--- src/hdl/bbn_pkg.sv ---
package bbn_pkg;

  localparam int SAMPLE_BITS   = 16;
  localparam int CFG_BITS      = 11;
  localparam int CFG_IDX_BITS  = 1;
  localparam int COL_BITS      = 11;
  localparam int ROW_BITS      = 10;
  localparam int POS_BITS      = 22;
  localparam int HEIGHT_LIMIT  = 1024;
  localparam int DEF_MAX_WIDTH = 1024;
  localparam int RESET_SIZE    = 64;
  localparam int FIFO_DEPTH    = 4;

  // arithmetic widths of the mean datapath
  localparam int CNT_BITS    = 4;
  localparam int COLSUM_BITS = SAMPLE_BITS + 2;
  localparam int SUM_BITS    = SAMPLE_BITS + 4;
  localparam int MAG_BITS    = SAMPLE_BITS + 3;
  localparam int RECIP_SHIFT = 24;
  localparam int RECIP_BITS  = RECIP_SHIFT + 1;
  localparam int PROD_BITS   = MAG_BITS + RECIP_BITS;
  localparam int QC_BITS     = MAG_BITS + CNT_BITS;

  localparam logic KIND_SAMPLE = 1'b0;
  localparam logic KIND_FLUSH  = 1'b1;

  localparam logic [CFG_IDX_BITS-1:0] REG_FRAME_WIDTH  = 1'd0;
  localparam logic [CFG_IDX_BITS-1:0] REG_FRAME_HEIGHT = 1'd1;

  typedef struct packed {
    logic                          kind;
    logic signed [SAMPLE_BITS-1:0] sample_value;
  } in_item_t;

  typedef struct packed {
    logic signed [SAMPLE_BITS-1:0] mean_value;
    logic                          frame_last;
  } out_item_t;

  // which sides of the window fall outside the frame
  typedef struct packed {
    logic at_left;
    logic at_right;
    logic at_top;
    logic at_bottom;
  } border_t;

  // one classified item, front to back
  typedef struct packed {
    logic [COL_BITS-1:0]           x;
    logic signed [SAMPLE_BITS-1:0] val;
    logic                          emit;
    border_t                       border;
    logic                          last;
  } job_t;

  // floor(2^24 / cnt) for the counts a clipped 3x3 window can have
  function automatic logic [RECIP_BITS-1:0] recip_of(input logic [CNT_BITS-1:0] cnt);
    logic [RECIP_BITS-1:0] r;
    case (cnt)
      4'd2:    r = RECIP_BITS'(8388608);
      4'd3:    r = RECIP_BITS'(5592405);
      4'd4:    r = RECIP_BITS'(4194304);
      4'd6:    r = RECIP_BITS'(2796202);
      4'd9:    r = RECIP_BITS'(1864135);
      default: r = RECIP_BITS'(16777216);
    endcase
    return r;
  endfunction

endpackage

--- src/hdl/bbn_front.sv ---
module bbn_front #(
  parameter int MAX_WIDTH = bbn_pkg::DEF_MAX_WIDTH
) (
  input  logic                              clk,
  input  logic                              rst_n,
  input  logic                              in_valid,
  output logic                              in_ready,
  input  bbn_pkg::in_item_t                 in_data,
  input  logic                              cfg_we,
  input  logic [bbn_pkg::CFG_IDX_BITS-1:0]  cfg_index,
  input  logic [bbn_pkg::CFG_BITS-1:0]      cfg_wdata,
  input  logic                              q_full,
  output logic                              q_push,
  output bbn_pkg::job_t                     q_job
);
  import bbn_pkg::*;

  logic [CFG_BITS-1:0] effw_r, effh_r, cfg_w, cfg_h;
  logic [POS_BITS-1:0] total_r, lastpos_r, total_nxt, lastpos_nxt;
  logic [POS_BITS-1:0] t_r, t_nxt;
  logic [COL_BITS-1:0] in_col_r, in_col_nxt, out_col_r, out_col_nxt;
  logic [ROW_BITS-1:0] out_row_r, out_row_nxt;
  logic                cfg_hit, accept, in_frame, drop;

  function automatic logic [CFG_BITS-1:0] clamp_w(input logic [CFG_BITS-1:0] raw);
    logic [CFG_BITS-1:0] v;
    v = raw;
    if (raw == '0) begin
      v = CFG_BITS'(1);
    end else if (int'(raw) > MAX_WIDTH) begin
      v = CFG_BITS'(MAX_WIDTH);
    end
    return v;
  endfunction

  function automatic logic [CFG_BITS-1:0] clamp_h(input logic [CFG_BITS-1:0] raw);
    logic [CFG_BITS-1:0] v;
    v = raw;
    if (raw == '0) begin
      v = CFG_BITS'(1);
    end else if (int'(raw) > HEIGHT_LIMIT) begin
      v = CFG_BITS'(HEIGHT_LIMIT);
    end
    return v;
  endfunction

  // sizes are kept clamped; frame size and final position follow each write
  always_comb begin
    cfg_w   = effw_r;
    cfg_h   = effh_r;
    cfg_hit = 1'b0;
    if (cfg_we) begin
      case (cfg_index)
        REG_FRAME_WIDTH: begin
          cfg_w   = clamp_w(cfg_wdata);
          cfg_hit = 1'b1;
        end
        REG_FRAME_HEIGHT: begin
          cfg_h   = clamp_h(cfg_wdata);
          cfg_hit = 1'b1;
        end
        default: begin
          cfg_hit = 1'b0;
        end
      endcase
    end
    total_nxt   = POS_BITS'(cfg_w) * POS_BITS'(cfg_h);
    lastpos_nxt = total_nxt + POS_BITS'(cfg_w);
  end

  assign in_ready = !q_full;
  assign accept   = in_valid && in_ready;
  assign in_frame = t_r < total_r;
  // a flush before the frame is complete is swallowed
  assign drop     = (in_data.kind == KIND_FLUSH) && in_frame;
  assign q_push   = accept && !drop;

  always_comb begin
    q_job.x                = in_col_r;
    q_job.val              = in_frame ? in_data.sample_value : '0;
    q_job.emit             = t_r > POS_BITS'(effw_r);
    q_job.border.at_left   = out_col_r == '0;
    q_job.border.at_right  = (out_col_r + COL_BITS'(1)) >= effw_r;
    q_job.border.at_top    = out_row_r == '0;
    q_job.border.at_bottom = (CFG_BITS'(out_row_r) + CFG_BITS'(1)) >= effh_r;
    q_job.last             = q_job.emit && (t_r == lastpos_r);
  end

  always_comb begin
    in_col_nxt  = in_col_r;
    t_nxt       = t_r;
    out_col_nxt = out_col_r;
    out_row_nxt = out_row_r;
    if (cfg_hit) begin
      in_col_nxt  = '0;
      t_nxt       = '0;
      out_col_nxt = '0;
      out_row_nxt = '0;
    end else if (q_push) begin
      if ((in_col_r + COL_BITS'(1)) >= effw_r) begin
        in_col_nxt = '0;
      end else begin
        in_col_nxt = in_col_r + COL_BITS'(1);
      end
      t_nxt = t_r + POS_BITS'(1);
      if (q_job.emit) begin
        if ((out_col_r + COL_BITS'(1)) >= effw_r) begin
          out_col_nxt = '0;
          out_row_nxt = out_row_r + ROW_BITS'(1);
        end else begin
          out_col_nxt = out_col_r + COL_BITS'(1);
        end
      end
      if (q_job.last) begin
        in_col_nxt  = '0;
        t_nxt       = '0;
        out_col_nxt = '0;
        out_row_nxt = '0;
      end
    end
  end

  always_ff @(posedge clk) begin
    if (!rst_n) begin
      effw_r    <= CFG_BITS'(RESET_SIZE);
      effh_r    <= CFG_BITS'(RESET_SIZE);
      total_r   <= POS_BITS'(RESET_SIZE * RESET_SIZE);
      lastpos_r <= POS_BITS'(RESET_SIZE * RESET_SIZE + RESET_SIZE);
      in_col_r  <= '0;
      t_r       <= '0;
      out_col_r <= '0;
      out_row_r <= '0;
    end else begin
      if (cfg_hit) begin
        effw_r    <= cfg_w;
        effh_r    <= cfg_h;
        total_r   <= total_nxt;
        lastpos_r <= lastpos_nxt;
      end
      in_col_r  <= in_col_nxt;
      t_r       <= t_nxt;
      out_col_r <= out_col_nxt;
      out_row_r <= out_row_nxt;
    end
  end

endmodule

--- config.mk ---
export PLATFORM = sky130hd
export DESIGN_NAME = bbn_front
export DESIGN_NICKNAME = d
export VERILOG_FILES = /design/src/hdl/bbn_pkg.sv /design/src/hdl/bbn_front.sv
export SDC_FILE = /design/constraint.sdc
export NUM_CORES = 1
export LEC_CHECK = 0
export ABC_CLOCK_PERIOD_IN_PS = 7350
export BUFFER_PORTS_ARGS = -buffer_cell sky130_fd_sc_hd__buf_2
export CORE_MARGIN = 1.5
export CORE_UTILIZATION = 42
export CTS_CLUSTER_SIZE = 28
export DETAILED_ROUTE_END_ITERATION = 7
export PLACE_DENSITY = 0.65
export SLEW_MARGIN = 20
export SYNTH_ARGS = -nofsm -noshare
export SYNTH_HDL_FRONTEND = slang
export SYNTH_SLANG_ARGS = --single-unit
--- constraint.sdc ---
create_clock -name clk -period 7.35 [get_ports clk]
set_clock_uncertainty 0.05 [all_clocks]
set_input_delay 0.735 -clock clk [delete_from_list [all_inputs] [get_ports clk]]
set_output_delay 0.735 -clock clk [all_outputs]
set_load 0.05 [all_outputs]
---- Yosys cells after proc, flatten, opt, wreduce, memory -nomap -nowiden ----
Index checks and enable logic that the tools add are counted.
word-level totals
  logic and storage cells ................. 54
  output and inout bits ................... 35
  register bits after elaboration ......... 120
operators by class
  magnitude comparators ................... 6
  add/subtract/negate cells ............... 6
  bitwise logic cells ..................... 1
  muxes and demuxes ....................... 17
  reductions and logical operators ........ 14
  multipliers ............................. 1
  eq/ne operators ......................... 1
operators by type and width
  kind                   number
  $mux 11                11
  $ge 11x11->1           3
  $mux 10                3
  $add 11x1->11 const B  2
  $add 22x1->22 const B  1
  $add 22x11->22         1
  $eq 22x22->1           1
  $gt 22x11->1           1
  $logic_not 11->1       2
  $lt 22x22->1           1
  $mul 11x11->22         1
  $mux 22                1
  $mux 16                1
  $add 10x1->11 const B  1
  $gt 11x11->1 const B   1
  $add 10x1->10 const B  1
  $logic_not 10->1       1
  $logic_and 1x1->1      4
  $reduce_bool 2->1      2
  $reduce_and 3->1       1
  $logic_not 1->1        2
  $reduce_and 2->1       1
  $reduce_or 2->1        1
  $mux 1                 1
  $not 1->1              1

---- Depth between registers and ports, before layout ----
  word-level depth ........................ 7
  gate-level depth with buffers ........... 32
  depth with buffers taken out ............ 30

---- Least setup slack after synthesis ----
Ideal clock, no wire load.
  kind .................................... input to register
  start point ............................. in cfg_we
  end point ............................... reg lastpos_r[16]
  path slack .............................. 0.096 ns
  setup time .............................. 0.074 ns
  stages on the path ...................... 31
  arrival ................................. 7.130 ns
  cells stage by stage .................... buf_4 -> nand2b_1 -> buf_1 -> buf_1 -> nand2_1 -> o21a_1 -> clkbuf_1 -> inv_1 -> nand2_1 -> fa_1 -> fa_1 -> inv_1 -> ha_1 -> fa_1 -> inv_1 -> fa_1 -> inv_1 -> ha_1 -> nand3_1 -> o22ai_1 -> nor2_1 -> xnor2_1 -> ha_1 -> nand2_1 -> o41ai_1 -> a41o_1 -> o41ai_4 -> nor2_1 -> nand4_1 -> xnor2_1 -> o21ai_0
between the ends
  cells in the longest elaborated chain, start to end .. 3
RTL lines
  item                  line              text
  from (decl)           bbn_front.sv:9    input logic cfg_we,
  $mux 11               bbn_front.sv:52   if (cfg_we) begin
  net cfg_w[3]          bbn_front.sv:18   logic [CFG_BITS-1:0] effw_r, effh_r, cfg_w, cfg_h;
  $mul 11x11->22        bbn_front.sv:67   total_nxt = POS_BITS'(cfg_w) * POS_BITS'(cfg_h);
  net total_nxt[8]      bbn_front.sv:19   logic [POS_BITS-1:0] total_r, lastpos_r, total_nxt, lastpos_nxt;
  $add 22x11->22        bbn_front.sv:68   lastpos_nxt = total_nxt + POS_BITS'(cfg_w);
  to (signal assigned)  bbn_front.sv:128  lastpos_r <= POS_BITS'(RESET_SIZE * RESET_SIZE + RESET_SIZE);
  to (signal assigned)  bbn_front.sv:138  lastpos_r <= lastpos_nxt;
  to (decl)             bbn_front.sv:19
The timed path passes the listed nets, and every way through them passes these cells.
A chain may end at the register's enable or synchronous reset.

---- Final worst setup path ----
  start point ............................. in cfg_wdata[3] (netlist bit)
  end point ............................... reg lastpos_r[17]
between the ends
  cells in the longest elaborated chain, start to end .. 7
RTL lines
  item               line             text
  from (decl)        bbn_front.sv:11  input logic [bbn_pkg::CFG_BITS-1:0] cfg_wdata,
  $gt 11x11->1       bbn_front.sv:30  end else if (int'(raw) > MAX_WIDTH) begin
  $mux 11            bbn_front.sv:30
  $mux 11 *          bbn_front.sv:28  if (raw == '0) begin
  $mux 11 *          bbn_front.sv:53  case (cfg_index)
  $mux 11 *          bbn_front.sv:52
  net cfg_w[2]       bbn_front.sv:18
  $mul 11x11->22 *   bbn_front.sv:67
  net total_nxt[10]  bbn_front.sv:19
  $add 22x11->22 *   bbn_front.sv:68
The timed path passes the listed nets; every way through them passes the cells marked *.

==> results.tsv <==
stage	metric	value	unit
sta	relative slew slack	0.367	
die	Rows	61	
setup_path	CP arrival	7.10	ns
detailed_routing	DRC Markers	0	
global_routing	vias in the first global route	9906	
setup_path	cell with the most instances on the worst path	inv_1	
clocking	H-tree Lvls	4	
clocking	CTS Buffer Depth	2	
sta	final critical-path share of the clock period	0.936	
clocking	clk_lat worst skew	0.43	ns
global_routing	GRT Total Usage	0.223	
die	die span in y	171	um
die	Initial Util	0.426	
global_routing	first-pass GRT wire length	50.8	mm
global_routing	grt total ovfl	0	
detailed_routing	DRT Pass-1 Iters	6	
detailed_routing	WL per Instance	16.1	um
finish	layout cells sized above 1	0.132	
placement	Port-buffer cells	68	
detailed_routing	Routed Antenna Nets	0	
clocking	Worst-path clk slew	0.06	ns
synthesis	sequential share of the synthesized area	0.204	
die	Top Ports	69	
finish	FF/Latch Area	2400	um^2
setup_path	Worst EP required	7.57	ns
synthesis	Post-Syn Area per Cell	8.27	um^2
die	core area	27700	um^2
synthesis	count of cell types in the netlist	73	
sta	min cycle time layout	6.88	ns
sta	RSZ-0062 raised after global routing	no	
synthesis	Post-Synthesis Cells	1425	
clocking	clock root cell	clkbuf_16	
clocking	TritonCTS Buffers	17	
sta	setup violators final	0	
job	Max-Cap Viols	0	
sta	Final Hold Viols	0	
sta	max frequency	145	MHz
finish	fin util	0.493	
clocking	Post-CTS Setup Inserts	0	
placement	DP Wirelength	24.6	mm
sta	Final TNS setup	0	ns
finish	synthesis-to-finish area growth	15.8	%
synthesis	EDFF count, synth	0	
synthesis	asr flop ratio synth	0	
finish	nets@finish	1798	
global_routing	largest net degree at the start of global routing	69	
power_and_ir_drop	Leak	0.00629	uW
setup_path	Slowest-stage cell, CP	fa_1	
synthesis	YS warnings	0	
finish	multi-input gate area in the final layout	8600	um^2
synthesis	FF+latch count, synth	120	
die	chip width	171	um
power_and_ir_drop	Pwr Density	151	nW/um^2
synthesis	Mapped Nets	1680	
sta	Slew Limit Fails	0	
synthesis	Post-synth top flop	dfxtp_1	
synthesis	Post-Syn Area	11800	um^2
setup_path	CP max FO	5	
setup_path	Max stage delay on crit path	0.54	ns
setup_path	startpoint types	input pin	
finish	antenna cells	0	
placement	GP Congestion	0.900	
setup_path	Worst Path Class, Setup	input pin to flip-flop	
detailed_routing	initial drt markers	654	
clocking	CTS tree	done	
sta	Least-Margin Pin Slew	0.943	ns
power_and_ir_drop	Max VDD drop	0.000158	V
detailed_routing	via count	10200	
synthesis	synth top area cells	dfxtp_1 20%, ha_1 15%, fa_1 14%, nor2_1 5.9%, xnor2_1 5.6%	
detailed_routing	DR vias/cell	5.30	
finish	Fill cells	2647	
global_routing	initial antenna violation count	0	
clocking	Clock Sinks	120	
synthesis	share of the synthesized area in the top cell type	0.204	
outcome	status	finished clean	
synthesis	post-synth top area cell	dfxtp_1	
setup_path	Crit. End Element	flip-flop	
detailed_routing	WL final	31.1	mm
min_path	Hold Crit Class	flip-flop to flip-flop	
die	Die Footprint	29100	um^2
## through the flow
stage               total power [uW]  cell area (um^2)  setup WS, ns  hold WS [ns]  instances
floorplan                       1010             11800        0.0959         0.394       1425
global placement                1160             13000        0.0716         0.416       1902
detailed placement              1160             13000       0.00753         0.420       1902
CTS                             2070             13600         0.403         0.442       1934
global route                    2160             13700        0.0152         0.463       1934
finish                          2070             13700         0.471         0.437       1934
## power breakdown
group	switching [uW]	internal, uW	total, uW
clock network	366	544	910
registers	14.9	671	685
logic	284	186	471
total	665	1400	2070
## sequential cells by signal (all words and copies together) (netlist names)
| name | count |
|---|---|
| lastpos_r | 22 |
| t_r | 22 |
| total_r | 22 |
| effh_r | 11 |
| effw_r | 11 |
| in_col_r | 11 |
| out_col_r | 11 |
| out_row_r | 10 |
## timing repair
action / 4_1_cts / 5_1_grt
hold buffers: 0 / 0
resized for setup: 0 / 8
setup endpoints to repair: 0 / 9
## cells in the mapped netlist, types with 7 or more instances
cell type    n
a211oi_1    14
a21o_1      19
a21oi_1     49
a22o_1       8
and2_1      23
and3_1      14
buf_2        7
clkbuf_1    30
dfxtp_1    120
fa_1        81
ha_1       140
inv_1      170
mux2i_1     33
nand2_1    119
nand2b_1    28
nand3_1     39
nand4_1     18
nor2_1     184
nor2b_1     11
nor3_1      28
nor4_1      13
o21a_1      26
o21ai_0     43
o21ai_1     13
xnor2_1     75
xor2_1      27
## final timing paths
check	from	end	slack [ns]	depth (start not counted)
hold reg to reg	lastpos_r[4]$_SDFFE_PN0P_	lastpos_r[4]$_SDFFE_PN0P_	0.44	2
hold / removal	lastpos_r[4]$_SDFFE_PN0P_	lastpos_r[4]$_SDFFE_PN0P_	0.44	2
setup / recovery	cfg_wdata[3]	lastpos_r[17]$_SDFFE_PN0P_	0.47	31
setup reg to reg	effw_r[0]$_SDFFE_PN0P_	lastpos_r[17]$_SDFFE_PN0P_	0.98	20
## cell usage in the layout, fill, tap and decap left out, types with 4 or more instances in the layout
cell type,n
clkbuf_16,17
dfxtp_1,120
fa_1,81
a22o_1,8
buf_2,68
or2_2,5
mux2i_1,32
nor4_1,12
nand2_1,119
o21ai_1,13
xnor2_1,74
o21bai_1,4
nor2b_1,11
mux2_2,4
o21a_1,26
o21ai_0,43
and2_1,23
xor2_1,27
inv_1,170
nand2b_1,28
nand4_1,18
inv_6,4
a31oi_1,5
and3_1,14
nor3b_1,4
ha_1,139
a21oi_1,49
nor2_1,184
buf_4,73
nor3_1,26
nand3_1,39
a211o_1,5
a211oi_1,14
nand3b_1,4
a21o_1,19
## layer usage
layer	GRT usage	up-vias	routed length, um	part of all wire
li1	-	5009	-	-
met1	0.299	4894	14200	0.46
met2	0.367	293	14500	0.47
met3	0.0324	46	1680	0.054
met4	0.0716	0	703	0.023
met5	0	-	0	0
## layout make-up
type                            instances  area share
Clock buffer                           18      0.0314
Tap cell                              378      0.0346
Inverter                              174      0.0478
Multi-Input combinational cell       1088       0.630
Clock inverter                         14      0.0137
Timing Repair Buffer                  142      0.0665
Sequential cell                       120       0.176
## critical path, delay by kind of cell
family                     cells  cell delay, ns
buffers and inverters          8            0.74
AOI/OAI and AO/OA              8            1.43
and+or+nand+nor                6            0.84
adders and majority gates      7            2.96
xor gates and xnor gates       2            0.37
## kinds of logic (layout without fill, tap and decap cells)
group | after synthesis | count (layout) | share of synthesized area
buf+inv | 217 | 348 | 0.0708
mux | 38 | 38 | 0.0337
simple gates | 502 | 502 | 0.199
xor+xnor | 102 | 102 | 0.0758
flops | 120 | 120 | 0.204
fa+ha+maj | 221 | 221 | 0.286
compound gates | 225 | 225 | 0.131
No activity file was read; power rests on OpenSTA's default activity.
