### src/hdl/bbn_pkg.sv
package bbn_pkg;

  localparam int SAMPLE_BITS   = 16;
  localparam int CFG_BITS      = 11;
  localparam int CFG_IDX_BITS  = 1;
  localparam int COL_BITS      = 11;
  localparam int ROW_BITS      = 10;
  localparam int POS_BITS      = 22;
  localparam int HEIGHT_LIMIT  = 1024;
  localparam int DEF_MAX_WIDTH = 1024;
  localparam int RESET_SIZE    = 64;
  localparam int FIFO_DEPTH    = 4;

  // arithmetic widths of the mean datapath
  localparam int CNT_BITS    = 4;
  localparam int COLSUM_BITS = SAMPLE_BITS + 2;
  localparam int SUM_BITS    = SAMPLE_BITS + 4;
  localparam int MAG_BITS    = SAMPLE_BITS + 3;
  localparam int RECIP_SHIFT = 24;
  localparam int RECIP_BITS  = RECIP_SHIFT + 1;
  localparam int PROD_BITS   = MAG_BITS + RECIP_BITS;
  localparam int QC_BITS     = MAG_BITS + CNT_BITS;

  localparam logic KIND_SAMPLE = 1'b0;
  localparam logic KIND_FLUSH  = 1'b1;

  localparam logic [CFG_IDX_BITS-1:0] REG_FRAME_WIDTH  = 1'd0;
  localparam logic [CFG_IDX_BITS-1:0] REG_FRAME_HEIGHT = 1'd1;

  typedef struct packed {
    logic                          kind;
    logic signed [SAMPLE_BITS-1:0] sample_value;
  } in_item_t;

  typedef struct packed {
    logic signed [SAMPLE_BITS-1:0] mean_value;
    logic                          frame_last;
  } out_item_t;

  // which sides of the window fall outside the frame
  typedef struct packed {
    logic at_left;
    logic at_right;
    logic at_top;
    logic at_bottom;
  } border_t;

  // one classified item, front to back
  typedef struct packed {
    logic [COL_BITS-1:0]           x;
    logic signed [SAMPLE_BITS-1:0] val;
    logic                          emit;
    border_t                       border;
    logic                          last;
  } job_t;

  // floor(2^24 / cnt) for the counts a clipped 3x3 window can have
  function automatic logic [RECIP_BITS-1:0] recip_of(input logic [CNT_BITS-1:0] cnt);
    logic [RECIP_BITS-1:0] r;
    case (cnt)
      4'd2:    r = RECIP_BITS'(8388608);
      4'd3:    r = RECIP_BITS'(5592405);
      4'd4:    r = RECIP_BITS'(4194304);
      4'd6:    r = RECIP_BITS'(2796202);
      4'd9:    r = RECIP_BITS'(1864135);
      default: r = RECIP_BITS'(16777216);
    endcase
    return r;
  endfunction

endpackage

### src/hdl/bbn_fifo.sv
module bbn_fifo (
  input  logic          clk,
  input  logic          rst_n,
  input  logic          push,
  input  bbn_pkg::job_t push_job,
  output logic          full,
  input  logic          pop,
  output logic          empty,
  output bbn_pkg::job_t head
);
  import bbn_pkg::*;

  localparam int PW = $clog2(FIFO_DEPTH);

  job_t          mem_r [FIFO_DEPTH];
  logic [PW-1:0] wr_ptr_r, rd_ptr_r;
  logic [PW:0]   count_r, count_nxt;
  logic          do_wr, do_rd;

  assign full  = count_r == (PW+1)'(FIFO_DEPTH);
  assign empty = count_r == '0;
  assign head  = mem_r[rd_ptr_r];
  assign do_wr = push && !full;
  assign do_rd = pop && !empty;

  always_comb begin
    count_nxt = count_r;
    if (do_wr && !do_rd) begin
      count_nxt = count_r + (PW+1)'(1);
    end else if (do_rd && !do_wr) begin
      count_nxt = count_r - (PW+1)'(1);
    end
  end

  always_ff @(posedge clk) begin
    if (!rst_n) begin
      wr_ptr_r <= '0;
      rd_ptr_r <= '0;
      count_r  <= '0;
    end else begin
      if (do_wr) begin
        wr_ptr_r <= wr_ptr_r + PW'(1);
      end
      if (do_rd) begin
        rd_ptr_r <= rd_ptr_r + PW'(1);
      end
      count_r <= count_nxt;
    end
  end

  always_ff @(posedge clk) begin
    if (do_wr) begin
      mem_r[wr_ptr_r] <= push_job;
    end
  end

endmodule

### config.mk
export PLATFORM = sky130hd
export DESIGN_NAME = bbn_fifo
export DESIGN_NICKNAME = d
export VERILOG_FILES = /design/src/hdl/bbn_pkg.sv /design/src/hdl/bbn_fifo.sv
export SDC_FILE = /design/constraint.sdc
export NUM_CORES = 1
export LEC_CHECK = 0
export BUFFER_PORTS_ARGS = -buffer_cell sky130_fd_sc_hd__buf_2
export CELL_PAD_IN_SITES_DETAIL_PLACEMENT = 1
export CELL_PAD_IN_SITES_GLOBAL_PLACEMENT = 1
export CORE_MARGIN = 2
export CORE_UTILIZATION = 50
export CTS_BUF_LIST = sky130_fd_sc_hd__clkbuf_2 sky130_fd_sc_hd__clkbuf_4 sky130_fd_sc_hd__clkbuf_8
export DETAILED_ROUTE_END_ITERATION = 12
export PLACE_DENSITY = 0.79
export SLEW_MARGIN = 20
export SYNTH_ARGS = -nofsm -noshare
export SYNTH_HDL_FRONTEND = slang
export SYNTH_SLANG_ARGS = --single-unit
### constraint.sdc
create_clock -name clk -period 4.1 [get_ports clk]
set_input_delay 0.82 -clock clk [delete_from_list [all_inputs] [get_ports clk]]
set_output_delay 0.82 -clock clk [all_outputs]
set_load 0.02 [all_outputs]
Word-level counts from Yosys, hierarchy flattened. Memory sizes are Yosys's and may differ from the RTL's. A register that Yosys moved wholly into a read port is not among the register bits. Index checks and enable logic that the tools add are counted. Widths: inputs -> output; s select.

$add $sub $neg: 4. Equality and inequality tests: 1. Muxes and demuxes: 6. Reductions and logical operators: 10.

Operator list (number): $mux 3 (2); $add 2x1->2 const B (2); $logic_and 1x1->1 (4); $logic_not 1->1 (4); $mux 2 (2); $add 3x1->3 const B (1); $eq 3x3->1 const B (1); $logic_not 3->1 (1); $sub 3x1->3 const B (1); $mux 1 (2); $reduce_bool 2->1 (1).

Register bits after elaboration: 7. RAM bits: 132. Input port bits: 37. Output and inout port bits: 35. Memories kept: 1.

Memory list: mem_r (depth 4, width 33, rd ports 1, clocked after Yosys merged registers in 1, wr ports 1, RTL line bbn_fifo.sv:15) `job_t mem_r [FIFO_DEPTH];`.

Longest topological paths before layout. Gate-level depths: netlist (run 1).

Depth in word-level cells: 7. Gate-level depth with buffers: 9.

Worst setup path before layout (run 1). OpenSTA, ideal clock, no wires.

Kind: input to register. Start point: input push. End point: register count_r[2]. Arrival: 2.261 ns. Data required time: 4.024 ns. Slack: 1.763 ns. Cell stages on the path: 8. Cells stage by stage: nor2b_1 -> buf_6 -> ha_1 -> inv_1 -> fa_1 -> xor2_1 -> or3_1 -> a21boi_0.

Longest elaborated chain between the ends: 4. Elaborated cells on any way between the ends: 6. Classes of those cells: 1 x mux; 5 x reduce/logical.

RTL lines: start: declaration (RTL line bbn_fifo.sv:4) `input logic push,`; $logic_and 1x1->1 * (RTL line bbn_fifo.sv:23) `assign do_wr = push && !full;`; net do_wr (RTL line bbn_fifo.sv:18) `logic do_wr, do_rd;`; $logic_not 1->1 (RTL line bbn_fifo.sv:30) `end else if (do_rd && !do_wr) begin`; $logic_and 1x1->1 (RTL line bbn_fifo.sv:30); $reduce_bool 2->1 (no line); end signal: assignment (RTL line bbn_fifo.sv:47) `count_r <= count_nxt;`; end: declaration (RTL line bbn_fifo.sv:17) `logic [PW:0] count_r, count_nxt;`.

Mark *: on every way through the listed nets, which the timed path passes. The rest lies on a longest branch. A chain may end at the register's enable or synchronous reset.

==> results of run 1 <==
==> report_power, final <==
group	total [uW]	switching (uW)	internal (uW)	leakage, uW
registers	1880	131	1750	0.00128
logic	932	504	428	0.000604
clock network	1010	524	484	0.000172
total	3820	1160	2670	0.00206
==> worst max-delay path: stages (launching register included) <==
cell and delay [ns]:
dfxtp_2 0.77, buf_4 0.41, mux4_2 0.56, buf_2 0.18
==> Yosys cell counts <==
| master | instances |
|---|---|
| or3_1 | 1 |
| nor2b_1 | 2 |
| xnor2_1 | 3 |
| buf_6 | 2 |
| buf_12 | 3 |
| mux4_1 | 3 |
| o31ai_2 | 1 |
| dfxtp_1 | 9 |
| o311ai_1 | 1 |
| fa_1 | 1 |
| ha_1 | 5 |
| a21boi_0 | 1 |
| clkbuf_1 | 2 |
| o21ai_0 | 1 |
| nor3_1 | 1 |
| mux4_2 | 30 |
| nor3b_2 | 1 |
| buf_2 | 3 |
| mux2i_1 | 3 |
| nand2_1 | 4 |
| edfxtp_1 | 132 |
| and2_1 | 8 |
| xor2_1 | 1 |
| inv_1 | 3 |
==> flip-flops by register name, indices dropped and copies added, names as in the netlist, named ones only <==
register,count
wr_ptr_r,2
count_r,3
rd_ptr_r,2
mem_r,132
==> cells in the final DEF, fill, tap and decap left out, types with 4 or more instances in the layout <==
cell	count
buf_2	71
clkbuf_8	17
dfxtp_1	7
nand2_1	4
ha_1	5
clkinvlp_4	5
mux4_2	30
edfxtp_1	132
and2_1	4
and2_2	4
==> cell families after synthesis <==
logic type,Yosys count
and+or+nand+nor,17
buffers and inverters,13
AOI/OAI and AO/OA,4
muxes,36
adders and majority gates,6
xor gates and xnor gates,4
DFF,141
==> per-layer routing <==
layer / track usage / routed length, um / vias to the layer above
li1: - / - / 1078
met3: 0.0547 / 459 / 13
met5: 0 / 0 / -
met2: 0.286 / 4700 / 71
met4: 0.0751 / 128 / 0
met1: 0.240 / 3960 / 1201
==> metrics by stage <==
stage	hold slack (ns)	cells
3_5_place_dp	0.496	419
4_1_cts	0.507	451
2_1_floorplan	0.468	221
6_report	0.499	451
5_1_grt	0.540	451
3_3_place_gp	0.493	419
==> area by class of cell <==
cell class	count	area (um^2)	share of cell area
Clock inverter	14	121	0.0199
Clock buffer	18	241	0.0396
Tap cell	136	170	0.0279
Inverter	3	11.3	0.00185
Timing Repair Buffer	72	363	0.0595
Multi-Input combinational cell	67	1040	0.171
Sequential cell	141	4150	0.680
==> path summary, 6_finish.rpt <==
kind,to,cells past startpoint,slack (ns)
min,wr_ptr_r[1]$_SDFFE_PN0P_,2,0.50
max reg2reg,count_r[2]$_SDFFE_PN0P_,8,1.69
max,head[14],3,0.93
min reg2reg,wr_ptr_r[1]$_SDFFE_PN0P_,2,0.50
==> metrics.txt, run 1 <==
crit end category=primary output; max cap viols=0; drt drc=0; Post-CTS Hold Buffers=0; dominant cell type by area after synthesis=edfxtp_1; Chip Width=107 um; WL final=9240 um; CP Class=reg -> out; DR iter-0 viols=158; antenna violation net count after detailed routing=0; vias=between 2000 and 2500; die area=11400 um^2; HP Class=reg -> reg; top post-synthesis cells by area=edfxtp_1, mux4_2, dfxtp_1, mux4_1, ha_1; Net Count, Synth=between 200 and 300; Min Clock Period, post-route=3.17 ns; Final Skew=around 0.013 ns; final core occ=0.590; startpoint class of the critical path=register; GPL Wtd Cong=roughly 0.71; relative slew slack=0.387; vias in the first global route=approximately 2600; Root Driver=clkbuf_8; Synth Area in Adders=0.0156; die height=between 100 and 150 um; P_leak=0.00206 uW; Cell Area, Placed=5730 um^2; Yosys Warn Count=0; pins over their slew limit=0; status=completed; pre-CTS setup slack=1.30 ns; Max H-tree Level=4; CP arrival=~2.4 ns; Cell Area, Synth=5300 um^2; final setup fails=0; Peak supply drop=between 0.0003 and 0.0004 V; final instance area=6100 um^2; layout cells sized above 1=0.448; total clock sinks=141; initial antenna violation count=0; Compound-Gate Fraction of Synth Area=0.00638; Reg clk slew, reported paths=0.07 ns; largest family of logic cells by synthesized area=multiplexers; Setup Buffers After CTS=0; #FFs+latches synth=141; Rows=37; Buffers on Ports=71; final antenna diode count=0; GRT Total Usage=0.182; core area=10300 um^2; post-synthesis sequential area ratio=0.782; final worst-path setup slack=0.930 ns; GR Overflow Total=0; Cells after Synth=around 220; distinct cell type count after synthesis=24; io pins=approximately 70; Fin. Hold Viols=0; Max Freq=~0.32 GHz; worst r2r src=count_r[0]$_SDFFE_PN0P_; Power Total=3820 uW; simple-gate share of the synthesized area=0.0191; TritonCTS clock tree=yes; largest net degree at the start of global routing=34; Avg Cell Area, Syn=between 20 and 25 um^2; worst skew pair latency=0.44 ns; CP max FO=20; WP data required=3.28 ns; HP Start=wr_ptr_r[1]$_SDFFE_PN0P_; post-DR wirelength/cell=20.5 um; PwrDens=627 nW/um^2; post-synthesis mux area share=0.148; Vias per Instance=5.24; RSZ-0062 raised after global routing=no; fin nets=roughly 350; post-CTS resize count=0; CTS Buf Count=17; Post-Route Setup TNS=0 ns; XOR/XNOR share of the synthesized area=0.00661; part of the cycle the worst path needs=0.773; Initial Util=0.513; first-pass GRT wire length=14600 um; Tightest Pin Transition=0.919 ns; area grow syn2layout=15.1%; fillers=898; first-pass iteration count of the detailed router=6; Max Buffers Root-to-Sink=2; DP HPWL=5750 um; Synth top area share=0.748
Power figures use the tool's default switching activity.
==> run 2, diff against run 1 <==
--- a/config.mk
+++ b/config.mk
@@ -5,14 +5,15 @@
 export SDC_FILE = /design/constraint.sdc
 export NUM_CORES = 1
 export LEC_CHECK = 0
+export ABC_AREA = 1
 export BUFFER_PORTS_ARGS = -buffer_cell sky130_fd_sc_hd__buf_2
 export CELL_PAD_IN_SITES_DETAIL_PLACEMENT = 1
 export CELL_PAD_IN_SITES_GLOBAL_PLACEMENT = 1
 export CORE_MARGIN = 2
-export CORE_UTILIZATION = 50
+export CORE_UTILIZATION = 49
 export CTS_BUF_LIST = sky130_fd_sc_hd__clkbuf_2 sky130_fd_sc_hd__clkbuf_4 sky130_fd_sc_hd__clkbuf_8
 export DETAILED_ROUTE_END_ITERATION = 12
-export PLACE_DENSITY = 0.79
+export PLACE_DENSITY = 0.82
 export SLEW_MARGIN = 20
 export SYNTH_ARGS = -nofsm -noshare
 export SYNTH_HDL_FRONTEND = slang
==> constraint.sdc (replaced) <==
create_clock -name clk -period 3 [get_ports clk]
set_input_delay 0.6 -clock clk [delete_from_list [all_inputs] [get_ports clk]]
set_output_delay 0.6 -clock clk [all_outputs]
set_load 0.02 [all_outputs]
==> metrics.txt, run 2 <==
Synth top area share=0.733 (-0.0154); Post-Route Setup TNS=0 ns (unchanged); CP arrival=2.03 ns (-0.32 ns); Max Buffers Root-to-Sink=2 (unchanged); GRT Total Usage=0.227 (+0.0447); area grow syn2layout=16.1%; GPL Wtd Cong=0.707 (-0.67%); Buffers on Ports=71 (unchanged); layout cells sized above 1=0.242 (-0.205); max reg flops=132 (unchanged); Post-CTS Hold Buffers=0 (unchanged); Root Driver=clkbuf_8; EDFF count, synth=132 (unchanged); Min Clock Period, post-route=2.63 ns; initial antenna violation count=0 (unchanged); TritonCTS clock tree=yes; Compound-Gate Fraction of Synth Area=0.103 (+0.0966); placed cells=587 (+40%); commonest cells after routing, fill and taps aside=edfxtp_1, nor2_1, buf_2, o21ai_0, o22ai_1; DP HPWL=7340 um (+28%); Top Registers=mem_r x132, count_r x3; die height=109 um (+2.0%); largest net degree at the start of global routing=67 (+97%); top_reg_cell synth=edfxtp_1; Avg Cell Area, Syn=13.9 um^2 (-42%); top post-synthesis cells by area=edfxtp_1, nor2_1, o21ai_0, o22ai_1, dfxtp_1; Vias per Instance=5.49 (+4.7%); io pins=72 (unchanged); DR iter-0 viols=225 (+42%); XOR/XNOR share of the synthesized area=0.00162 (-0.00499); status=completed; pins over their slew limit=0 (unchanged); total clock sinks=141 (unchanged); post-synthesis mux area share=0 (-0.148); async set-reset flop share out of synthesis=0 (unchanged); WP data required=2.40 ns (-0.88 ns); Rows=38 (+2.7%); die area=11900 um^2 (+4.0%); HP Class=in -> reg; final setup fails=0 (unchanged); Synth top cells by count=edfxtp_1, nor2_1, o21ai_0; post-synthesis sequential area ratio=0.766 (-0.0161); part of the cycle the worst path needs=0.875; simple-gate share of the synthesized area=0.0710 (+0.0519); dominant cell by count in the synthesized netlist=edfxtp_1; crit end category=primary output; Initial Util=0.501 (-0.0120); Peak supply drop=0.000421 V (+27%); core area=10800 um^2 (+4.5%); first-pass iteration count of the detailed router=4 (-2); CTS Buf Count=17 (unchanged); max cap viols=0 (unchanged); drt drc=0 (unchanged); WL final=12400 um (+34%); worst skew pair latency=0.44 ns (about the same); antenna violation net count after detailed routing=0 (unchanged); relative slew slack=0.562 (+0.175); Setup Buffers After CTS=0 (unchanged); dominant cell type by area after synthesis=edfxtp_1; Cell Area, Synth=5410 um^2 (+2.1%); final antenna diode count=0 (unchanged); Reg clk slew, reported paths=0.08 ns (about the same); P_leak=0.00226 uW (+9.5%); Yosys Warn Count=0 (unchanged); final core occ=0.582 (-0.00886); GR Overflow Total=0 (unchanged); post-DR wirelength/cell=20.0 um (-2.3%); Chip Width=109 um (+2.0%); vias=3397 (+44%); largest family of logic cells by synthesized area=compound AO/OA/AOI/OAI gates; commonest non-fill, non-tap cell in the layout=edfxtp_1; Max Freq=0.381 GHz; post-route insts no fill=619 (+37%); CP max FO=66 (+230%); fin nets=509 (+48%); RSZ-0062 raised after global routing=no; Synth Area in Adders=0.0153 (-0.000321); Tightest Pin Transition=0.656 ns (-0.263 ns); Fin. Hold Viols=0 (unchanged); post-CTS resize count=0 (unchanged); Max H-tree Level=4 (unchanged); PwrDens=882 nW/um^2 (+41%); Final Skew=0.00572 ns (-0.00747 ns); Most flops, register=mem_r; distinct cell type count after synthesis=20 (-17%); vias in the first global route=3666 (+41%); first-pass GRT wire length=19200 um (+31%); startpoint class of the critical path=register; CP Class=reg -> out; Cells after Synth=389 (+76%); Net Count, Synth=432 (+64%); #FFs+latches synth=141 (unchanged)
[run 2: cell types whose count changed after synthesis, sizes merged, moves of 9 or more]
cell   change
buf        +9
inv       +15
mux4      -33
nand2     +11
nor2      +80
o21ai     +66
o22ai     +33
[run 2: worst paths after layout]
kind / from / to / depth (start not counted) / slack, ns
setup / recovery: register / head[29] / 4 / 0.37
hold / removal: push_job[30] / mem_r[1][30]$_DFFE_PP_ / 1 / 0.36
setup reg to reg: count_r[1]$_SDFFE_PN0P_ / count_r[1]$_SDFFE_PN0P_ / 9 / 0.71
hold reg to reg: rd_ptr_r[1]$_SDFFE_PN0P_ / register / 2 / 0.55
[run 2: cell families (layout without fill, tap and decap cells)]
group,Yosys count,in the layout
buffers and inverters,38,128
AND/OR/NAND/NOR,100,100
flip-flops,141,141
AO/OA/AOI/OAI,103,103
adder cells (fa/ha/maj),6,6
XOR/XNOR,1,1
[run 2: area by class of cell]
| class | instances | area [um^2] |
|---|---|---|
| fillers | 1076 | 4520 |
| flip-flops and latches | 141 | 4150 |
| multi-input cells | 210 | 1060 |
| repair buffers | 78 | 420 |
| clock buffers | 17 | 234 |
| well taps | 140 | 175 |
| clock inverters | 15 | 173 |
| inverters | 18 | 67.6 |
[run 2: critical path: stages (launching register included)]
cell     delay [ns]
dfxtp_2        0.34
buf_4          0.53
o21ai_0        0.21
o22ai_1        0.27
buf_2          0.22
[run 2: metrics by stage]
step	total power [uW]	setup WS [ns]	hold WS [ns]	cell area (um^2)
after global placement	3960	0.830	0.490	5870
after global routing	5820	0.171	0.332	6280
after detailed placement	4060	0.657	0.504	5870
after floorplan	3550	0.470	0.465	5410
final	5540	0.374	0.361	6280
after CTS	5600	0.329	0.332	6280
[run 2: power breakdown]
part           internal (uW)  leakage (uW)  switching (uW)
combinational            440      0.000781            1090
sequential              2390       0.00128            77.8
clock                    816      0.000191             717
[run 2: metal layers]
layer / share of wire / GRT usage / routed length (um) / up-vias
met4: 0.019 / 0.0788 / 240 / 0
met5: 0 / 0 / 0 / -
li1: - / - / - / 1580
met1: 0.40 / 0.267 / 5010 / 1689
met2: 0.53 / 0.389 / 6530 / 107
met3: 0.049 / 0.0747 / 606 / 21
==> run 3, diff against run 2 <==
--- a/config.mk
+++ b/config.mk
@@ -13,7 +13,7 @@
 export CORE_UTILIZATION = 49
 export CTS_BUF_LIST = sky130_fd_sc_hd__clkbuf_2 sky130_fd_sc_hd__clkbuf_4 sky130_fd_sc_hd__clkbuf_8
 export DETAILED_ROUTE_END_ITERATION = 12
-export PLACE_DENSITY = 0.82
+export PLACE_DENSITY = 0.86
 export SLEW_MARGIN = 20
 export SYNTH_ARGS = -nofsm -noshare
 export SYNTH_HDL_FRONTEND = slang
==> metrics.txt, run 3 (same netlist as run 2, synthesis figures left out) <==
flop2flop setup slack=0.70 ns (about the same); initial antenna violation count=0 (unchanged); P_int=3920 uW (+7.4%); max cap viols=0 (unchanged); Root Driver=clkbuf_8; Max Buffers Root-to-Sink=2 (unchanged); crit-path cells=buf_12 -> o21ai_0 -> o22ai_1 -> buf_2; Buffers on Ports=71 (unchanged); largest net degree at the start of global routing=67 (unchanged); Top Metal Used=met4; Min Clock Period, post-route=2.54 ns (-0.0845 ns); Worst path max stage delay=0.56 ns (+0.03 ns); sequential power share=0.430 (-0.016); commonest cells after routing, fill and taps aside=edfxtp_1, nor2_1, buf_2, o21ai_0, o22ai_1; TritonCTS clock tree=yes; final setup fails=0 (unchanged); post-DR wirelength/cell=20.9 um (+4.4%); Rows=38 (unchanged); vias in the first global route=3837 (+4.7%); Setup Buffers After CTS=0 (unchanged); CTS Buf Count=17 (unchanged); Top Registers=mem_r x132, count_r x3; worst hold slack=0.373 ns (+0.0115 ns); register area=4150 um^2 (unchanged); fillers=1034 (-3.9%); Metal-1 WL=5180 um (+3.4%); vias=3482 (+2.5%); status=completed; HP Start=push_job[23]; relative slew slack=0.582 (+0.0198); WL met2=6850 um (+4.8%); area grow syn2layout=17.7%; core area=10800 um^2 (unchanged); DP HPWL=7660 um (+4.2%); post-CTS resize count=0 (unchanged); worst skew pair latency=0.43 ns (about the same); first-pass GRT wire length=20300 um (+5.7%); antenna violation net count after detailed routing=0 (unchanged); die area=11900 um^2 (unchanged); DR WL met3=690 um (+14%); part of the cycle the worst path needs=0.847 (-0.0282); GRT Total Usage=0.238 (+0.0110); Gate power share=0.266 (-0.011); Net Sw Power=1890 uW (+0.10%); Tightest Pin Transition=0.625 ns (-0.0312 ns); PwrDens=913 nW/um^2 (+3.5%); GR Overflow Total=0 (unchanged); Worst Hold Path Cells=1 (unchanged); WL final=13000 um (+4.9%); WP data required=2.40 ns (about the same); Fin. Hold Viols=0 (unchanged); Vias per Instance=5.60 (+2.0%); pins over their slew limit=0 (unchanged); fin nets=511 (+0.39%); Chip Width=109 um (unchanged); Post-CTS Hold Buffers=0 (unchanged); layout cells sized above 1=0.239 (-0.00309); CP arrival=1.94 ns (-0.09 ns); sw frac=0.325 (-0.0156); die height=109 um (unchanged); worst r2r src=count_r[0]$_SDFFE_PN0P_; Most flops, register=mem_r; commonest non-fill, non-tap cell in the layout=edfxtp_1; Clk pwr share=0.304 (+0.027); hold worst-path end=mem_r[1][23]$_DFFE_PP_; Post-Route Setup TNS=0 ns (unchanged); io pins=72 (unchanged); GPL Wtd Cong=0.694 (-1.8%); DR iter-0 viols=194 (-14%); FF-to-FF path depth=13 (+4); startpoint class of the critical path=register; Max Freq=0.394 GHz (+3.3%); Power Total=5810 uW (+4.9%); crit end category=primary output; Peak supply drop=0.000482 V (+15%); Worst path slowest cell=dfxtp_2; area of the multi-input gates=1060 um^2 (unchanged); total clock sinks=141 (unchanged); Reg-to-Reg End=count_r[2]$_SDFFE_PN0P_; drt drc=0 (unchanged); CP Class=reg -> out; RSZ-0062 raised after global routing=no; P_leak=0.00230 uW (+2.0%); max reg flops=132 (unchanged); Initial Util=0.501 (unchanged); first-pass iteration count of the detailed router=4 (unchanged); Final Skew=0.0158 ns (+0.0101 ns); HP Class=in -> reg; Reg clk slew, reported paths=0.08 ns (about the same); CP max FO=50 (-24%); Max H-tree Level=4 (unchanged)
==> run 3: worst max path at each step <==
stage	slack, ns	cells past startpoint	start	to
after floorplan	0.47	2	push	mem_r[0][0]$_DFFE_PP_
after global placement	0.82	8	push	count_r[1]$_SDFFE_PN0P_
after detailed placement	0.67	8	push	count_r[1]$_SDFFE_PN0P_
after CTS	0.44	4	register	head[27]
after global routing	0.34	4	register	head[27]
final	0.46	4	register	head[27]
==> run 3: worst max-delay path, delay by kind of cell (launching register included) <==
kind,cells,cell delay (ns)
buf+inv,2,0.52
flops,1,0.56
compound gates,2,0.42
==> run 3: area by class of cell <==
type                       instances  area share
tap                              140      0.0275
timing repair buffer              80      0.0704
clock buffer                      18      0.0379
inverter                          18      0.0106
clock inverter                    14      0.0350
antenna                            1    0.000393
sequential                       141       0.651
multi-input combinational        210       0.167
==> run 3: power by group through the flow <==
stage	sequential, uW	combinational [uW]	clock, uW
floorplan	2500	1060	0
global placement	2520	1450	0
detailed placement	2540	1530	0
CTS	2500	1560	1800
global route	2520	1690	1880
finish	2500	1550	1770
==> run 3: per-layer routing <==
layer,vias to the layer above,track usage
li1,1583,-
met1,1773,0.285
met2,104,0.406
met3,22,0.0711
met4,0,0.0861
met5,-,0
==> run 3: per-stage QoR <==
stage | worst slack [ns] | utilization | instances | cell area (um^2)
6_report | 0.459 | 0.590 | 622 | 6360
3_5_place_dp | 0.672 | 0.546 | 589 | 5900
5_1_grt | 0.340 | 0.589 | 621 | 6360
4_1_cts | 0.436 | 0.589 | 621 | 6360
3_3_place_gp | 0.816 | 0.546 | 589 | 5900
2_1_floorplan | 0.470 | - | 389 | 5410
